===== config.mk =====
export PLATFORM = sky130hd
export DESIGN_NAME = multiply_rotate_prng_range
export DESIGN_NICKNAME = d
export VERILOG_FILES = /design/src/sv/mrpr_pkg.sv /design/src/sv/multiply_rotate_prng_range.sv /design/src/sv/mrpr_div.sv
export SDC_FILE = /design/constraint.sdc
export NUM_CORES = 1
export LEC_CHECK = 0
export BUFFER_PORTS_ARGS = -buffer_cell sky130_fd_sc_hd__buf_4
export CORE_UTILIZATION = 53
export CTS_BUF_LIST = sky130_fd_sc_hd__clkbuf_16
export CTS_CLUSTER_SIZE = 12
export DETAILED_ROUTE_END_ITERATION = 12
export PLACE_DENSITY = 0.73
export SLEW_MARGIN = 20
export SYNTH_ARGS = -nofsm -noshare
export SYNTH_HDL_FRONTEND = slang
export SYNTH_SLANG_ARGS = --single-unit

===== constraint.sdc =====
create_clock -name i_clk -period 7.3 [get_ports i_clk]
set_input_delay 0.365 -clock i_clk [delete_from_list [all_inputs] [get_ports i_clk]]
set_output_delay 0.365 -clock i_clk [all_outputs]
set_load 0.01 [all_outputs]

===== src/sv/mrpr_pkg.sv =====
// Shared constants and types for the multiply-rotate random generator.
package mrpr_pkg;

    // Generator step: multiply constant and right-rotate distance.
    localparam logic [31:0] MULT  = 32'hDEADBF03;
    localparam int          ROT_R = 13;

    // Operation codes carried in the input tuser field.
    localparam logic [1:0] OP_SEED  = 2'd0;
    localparam logic [1:0] OP_RANGE = 2'd1;
    localparam logic [1:0] OP_BIT   = 2'd2;

    // Sequencer states.
    typedef enum logic [3:0] {
        ST_IDLE = 4'b0001,
        ST_MUL  = 4'b0010,
        ST_DIV  = 4'b0100,
        ST_OUT  = 4'b1000
    } t_state;

endpackage


===== src/sv/multiply_rotate_prng_range.sv =====
// Top level of the multiply-rotate random generator with range and bit draws.
// Seed load: takes effect at accept. Bit draw: ST_MUL, then ST_OUT, then the output register.
// Range draw: ST_MUL, then ST_DIV for the 32 divider steps, then ST_OUT;
// a full-width range skips the divider and goes from ST_MUL to ST_OUT like a bit draw.
// One transaction is in work at a time; the input is not ready until it is done.
// Synchronous active-low reset clears the generator state to zero and empties the output.
module multiply_rotate_prng_range (
    input  logic        i_clk,
    input  logic        i_rst_n,
    input  logic        s_axis_tvalid,
    output logic        s_axis_tready,
    input  logic [95:0] s_axis_tdata,   // seed_value[31:0], range_low[63:32], range_high[95:64]
    input  logic [1:0]  s_axis_tuser,   // op[1:0]
    output logic        m_axis_tvalid,
    input  logic        m_axis_tready,
    output logic [31:0] m_axis_tdata    // value[31:0]
);

    mrpr_pkg::t_state r_st;
    logic [31:0] r_rng;
    logic        r_is_range;
    logic [31:0] r_addend;
    logic [31:0] r_mod;
    logic [31:0] r_res;
    logic        r_out_valid;
    logic [31:0] r_out;

    logic        w_accept;
    logic [31:0] w_seed;
    logic [31:0] w_lo;
    logic [31:0] w_hi;
    logic [31:0] w_inc;
    logic [31:0] w_prod;
    logic [31:0] w_next;
    logic        w_div_start;
    logic        w_div_done;
    logic [31:0] w_div_rem;
    logic        w_out_free;

    assign w_seed = s_axis_tdata[31:0];
    assign w_lo   = s_axis_tdata[63:32];
    assign w_hi   = s_axis_tdata[95:64];

    assign s_axis_tready = (r_st == mrpr_pkg::ST_IDLE);
    assign w_accept      = s_axis_tvalid && s_axis_tready;
    assign w_out_free    = !r_out_valid || m_axis_tready;

    // Generator step: add one, multiply modulo 2^32, rotate right.
    assign w_inc  = r_rng + 32'd1;
    assign w_prod = w_inc * mrpr_pkg::MULT;
    assign w_next = (w_prod >> mrpr_pkg::ROT_R) | (w_prod << (32 - mrpr_pkg::ROT_R));

    // The divider starts in ST_MUL, alongside the step, for a range draw whose modulus is nonzero.
    assign w_div_start = (r_st == mrpr_pkg::ST_MUL) && r_is_range && (r_mod != 32'd0);

    mrpr_div u_div (
        .i_clk      (i_clk),
        .i_rst_n    (i_rst_n),
        .i_start    (w_div_start),
        .i_dividend (w_next),
        .i_divisor  (r_mod),
        .o_done     (w_div_done),
        .o_rem      (w_div_rem)
    );

    // Sequencer and generator state.
    always_ff @(posedge i_clk) begin
        if (!i_rst_n) begin
            r_st  <= mrpr_pkg::ST_IDLE;
            r_rng <= '0;
        end else begin
            case (r_st)
                mrpr_pkg::ST_IDLE: begin
                    if (w_accept) begin
                        if (s_axis_tuser == mrpr_pkg::OP_SEED) begin
                            r_rng <= w_seed;
                        end else if (s_axis_tuser == mrpr_pkg::OP_RANGE ||
                                     s_axis_tuser == mrpr_pkg::OP_BIT) begin
                            r_st <= mrpr_pkg::ST_MUL;
                        end
                    end
                end
                mrpr_pkg::ST_MUL: begin
                    r_rng <= w_next;
                    if (w_div_start) begin
                        r_st <= mrpr_pkg::ST_DIV;
                    end else begin
                        r_st <= mrpr_pkg::ST_OUT;
                    end
                end
                mrpr_pkg::ST_DIV: begin
                    if (w_div_done) begin
                        r_st <= mrpr_pkg::ST_OUT;
                    end
                end
                mrpr_pkg::ST_OUT: begin
                    if (w_out_free) begin
                        r_st <= mrpr_pkg::ST_IDLE;
                    end
                end
                default: begin
                    r_st <= mrpr_pkg::ST_IDLE;
                end
            endcase
        end
    end

    // Operands latched at accept, and the pre-add result.
    always_ff @(posedge i_clk) begin
        if (w_accept) begin
            r_is_range <= (s_axis_tuser == mrpr_pkg::OP_RANGE);
            r_addend   <= (s_axis_tuser == mrpr_pkg::OP_RANGE) ? w_lo : 32'd0;
            r_mod      <= w_hi - w_lo + 32'd1;
        end
        if (r_st == mrpr_pkg::ST_MUL) begin
            if (r_is_range) begin
                r_res <= w_next;
            end else begin
                r_res <= {31'd0, w_next[0]};
            end
        end else if (r_st == mrpr_pkg::ST_DIV && w_div_done) begin
            r_res <= w_div_rem;
        end
    end

    // Output register: the final add happens as the result is loaded.
    always_ff @(posedge i_clk) begin
        if (!i_rst_n) begin
            r_out_valid <= 1'b0;
        end else if (r_st == mrpr_pkg::ST_OUT && w_out_free) begin
            r_out_valid <= 1'b1;
        end else if (m_axis_tready) begin
            r_out_valid <= 1'b0;
        end
    end

    always_ff @(posedge i_clk) begin
        if (r_st == mrpr_pkg::ST_OUT && w_out_free) begin
            r_out <= r_res + r_addend;
        end
    end

    assign m_axis_tvalid = r_out_valid;
    assign m_axis_tdata  = r_out;

endmodule


===== src/sv/mrpr_div.sv =====
// Radix-2 restoring divider that returns the 32-bit remainder, one bit per cycle.
module mrpr_div (
    input  logic        i_clk,
    input  logic        i_rst_n,
    input  logic        i_start,
    input  logic [31:0] i_dividend,
    input  logic [31:0] i_divisor,
    output logic        o_done,
    output logic [31:0] o_rem
);

    logic        r_busy;
    logic        r_done;
    logic [4:0]  r_cnt;
    logic [31:0] r_dvd;
    logic [31:0] r_dsr;
    logic [31:0] r_rem;
    logic [32:0] w_trial;
    logic [32:0] w_diff;

    // Shift the next dividend bit into the partial remainder and try a subtract.
    assign w_trial = {r_rem, r_dvd[31]};
    assign w_diff  = w_trial - {1'b0, r_dsr};

    // Control: busy flag, bit counter and a one-cycle done pulse.
    always_ff @(posedge i_clk) begin
        if (!i_rst_n) begin
            r_busy <= 1'b0;
            r_done <= 1'b0;
            r_cnt  <= '0;
        end else begin
            r_done <= 1'b0;
            if (i_start) begin
                r_busy <= 1'b1;
                r_cnt  <= 5'd31;
            end else if (r_busy) begin
                r_cnt <= r_cnt - 5'd1;
                if (r_cnt == 5'd0) begin
                    r_busy <= 1'b0;
                    r_done <= 1'b1;
                end
            end
        end
    end

    // Datapath: dividend shifter and partial remainder.
    always_ff @(posedge i_clk) begin
        if (i_start) begin
            r_dvd <= i_dividend;
            r_dsr <= i_divisor;
            r_rem <= '0;
        end else if (r_busy) begin
            r_dvd <= {r_dvd[30:0], 1'b0};
            if (!w_diff[32]) begin
                r_rem <= w_diff[31:0];
            end else begin
                r_rem <= w_trial[31:0];
            end
        end
    end

    assign o_done = r_done;
    assign o_rem  = r_rem;

endmodule

==> metrics.txt <==
Setup crit start kind=register; initial DRC count=1,413; initial antenna violation count=0; sequential fraction of the synthesis area=0.293; vias in the first global route=20,500; Longest Clk Path Bufs=3; Cell variety after synth=86; TritonCTS Buffers=29; CP most frequent cell=inv_2; Slew Viols, Final=0; Worst Tran Pin Value=1.01 ns; # nets final=3,568; Root Driver=clkbuf_16; Final min period=7.85 ns; Rows=79; arrival time worst endpoint=8.14 ns; Synth Instances=2,589; Initial Util=0.537; Crit Path Class=register to register; total clock sinks=269; fill cell total of the finished layout=3,688; Ant. Diodes=0; ANT nets after route=0; Worst-Skew Late Latency=0.59 ns; core area=0.0465 mm^2; Top FF cell, synth=edfxtp_1; die footprint=0.0479 mm^2; failing checks=negative setup slack; post-route worst setup slack=-0.546 ns; H-tree levels=1; first-pass GRT wire length=115 mm; Final setup viols=39; wire per inst=21.0 um; drt via density=5.63; IO Count=136; total wire length=75.6 mm; CTS tree=yes; layout cells sized above 1=0.219; GRT overflow=0; Critical Path Sink Type=register; post-synthesis async set-or-reset flop share=0; Area contributors post-synth=edfxtp_1 23%, ha_1 16%, fa_1 15%; #FFs+latches synth=269; die height=219 um; DRT Pass-1 Iters=6; DR DRC count=0; Max Clk Rate=127 MHz; Hold Buf Count CTS=0; I/O Buffers=135; maxcap violations=0; pin count of the biggest net entering global routing=93; CTS clk-pin slew, worst paths=0.07 ns; Tot GR Track Use=0.317; vias=20,300; status=finished, violations left; Syn Std Cell Area=0.0249 mm^2; syn_nets=3,190; required time of the critical path=7.59 ns; area grow syn2layout=22.4%; Final Hold Vio Count=0; Avg Cell Area, Syn=9.64 um^2; period utilisation layout=1.07; Synth Warn #=0; top cell type by total area after synthesis=edfxtp_1; largest fanout on the critical path=3; critical path's slowest cell=fa_2; top-area cell type share of the netlist area=0.232; RSZ-0062 raised after global routing=yes; relative max-transition margin=0.328; die width=219 um; Layout Utilization=0.657; gp weighted congestion=0.965; EDFF count, synth=193; detailed placement HPWL=62.3 mm; CP max stage delay=0.57 ns; Clock Skews=0.0382 ns; Hold WC Path Type=input pin to register
layer usage:
| layer | GRT usage | up-vias | share of wire |
|---|---|---|---|
| met4 | 0.128 | 0 | 0.047 |
| li1 | - | 9542 | - |
| met3 | 0.0305 | 164 | 0.048 |
| met1 | 0.404 | 9849 | 0.41 |
| met5 | 0 | - | 0 |
| met2 | 0.552 | 699 | 0.49 |
logic make-up (layout without fill, tap and decap cells):
logic type | after synthesis | count (layout) | synth area share
flops | 269 | 269 | 0.293
xor+xnor | 182 | 182 | 0.0663
buf+inv | 550 | 951 | 0.0845
fa+ha+maj | 499 | 499 | 0.305
mux | 9 | 9 | 0.00386
simple gates | 553 | 553 | 0.110
compound gates | 527 | 527 | 0.137
cells in the final DEF, fill, tap and decap left out, drive strengths merged, types with 24 or more instances in the layout:
master,count
a21o,45
a21oi,113
a31oi,26
and2,42
buf,406
clkbuf,30
dfxtp,76
edfxtp,193
fa,182
ha,317
inv,507
nand2,161
nand3,53
nor2,129
nor3,35
o211ai,24
o21a,29
o21ai,160
xnor2,125
xor2,54
per-stage QoR:
| step | area (um^2) | setup TNS (ns) | setup slack (ns) | hold slack [ns] | cells |
|---|---|---|---|---|---|
| floorplan | 25100 | -0.432 | -0.175 | 0.427 | 2589 |
| global placement | 28400 | -8.48 | -0.500 | 0.436 | 3509 |
| detailed placement | 28400 | -10.98 | -0.552 | 0.435 | 3509 |
| CTS | 29900 | -5.63 | -0.444 | 0.0505 | 3577 |
| global route | 30500 | -19.59 | -0.781 | 0.0647 | 3597 |
| finish | 30500 | -10.47 | -0.546 | 0.0590 | 3597 |
critical path, delay by kind of cell (launching register included):
family	cells	cell delay (ns)
and+or+nand+nor	4	0.81
DFF	1	0.36
buffers and inverters	12	0.87
xor gates and xnor gates	2	0.44
AOI/OAI and AO/OA	6	1.20
adders and majority gates	9	3.84
worst paths after layout:
check	slack, ns	cells past startpoint	startpoint	end
setup / recovery	-0.55	33	r_rng[1]	r_res[17]
hold / removal	0.06	3	s_axis_tdata[29]	r_rng[29]
setup reg to reg	-0.55	33	r_rng[1]	r_res[17]
hold reg to reg	0.44	0	r_mod[13]	u_div.r_dsr[13]
area by class of cell:
class                   instances  area [um^2]  share of cell area
inverters                     491         1840              0.0604
multi-input cells            1770        16600               0.543
clock inverters                24          104             0.00340
flip-flops and latches        269         7330               0.240
repair buffers                406         3160               0.103
well taps                     607          759              0.0249
clock buffers                  30          751              0.0246
state kept, by name, summed over array words and instances (netlist names):
register       flops
u_div.r_busy       1
u_div.r_dsr       32
u_div.r_dvd       32
r_mod             32
r_res             32
u_div.o_rem       32
m_axis_tdata      32
m_axis_tvalid      1
r_rng             32
u_div.o_done       1
r_addend          32
u_div.r_cnt        5
r_st               4
r_is_range         1
repair_timing:
item,4_1_cts,5_1_grt
pin swaps,51,69
setup buffers,16,22
hold endpoints to repair,0,0
endpoints found under the setup margin,33,42
gates resized for setup,111,120
Yosys cell counts (all sizes together) (5+ instances only):
master	number
o211ai	24
xnor2	125
and3	18
a21oi	113
ha	317
or2	6
a211oi	19
o21ai	160
dfxtp	76
and4	5
and2	42
nor3	35
clkbuf	47
or3	9
o21bai	7
o211a	13
nand2b	22
mux2	5
xor2	54
o41ai	5
buf	12
o31a	6
a31oi	26
a21o	45
nand3b	7
a21boi	8
inv	491
fa	182
nor2	129
nor4	12
o21a	29
nand3	53
a311oi	6
edfxtp	193
nor2b	22
a22o	6
o311ai	14
o31ai	14
nand2	161
nand4	18
Power is not shown: default switching activity piles up to over one toggle a cycle in this logic, so the estimate is an artifact.
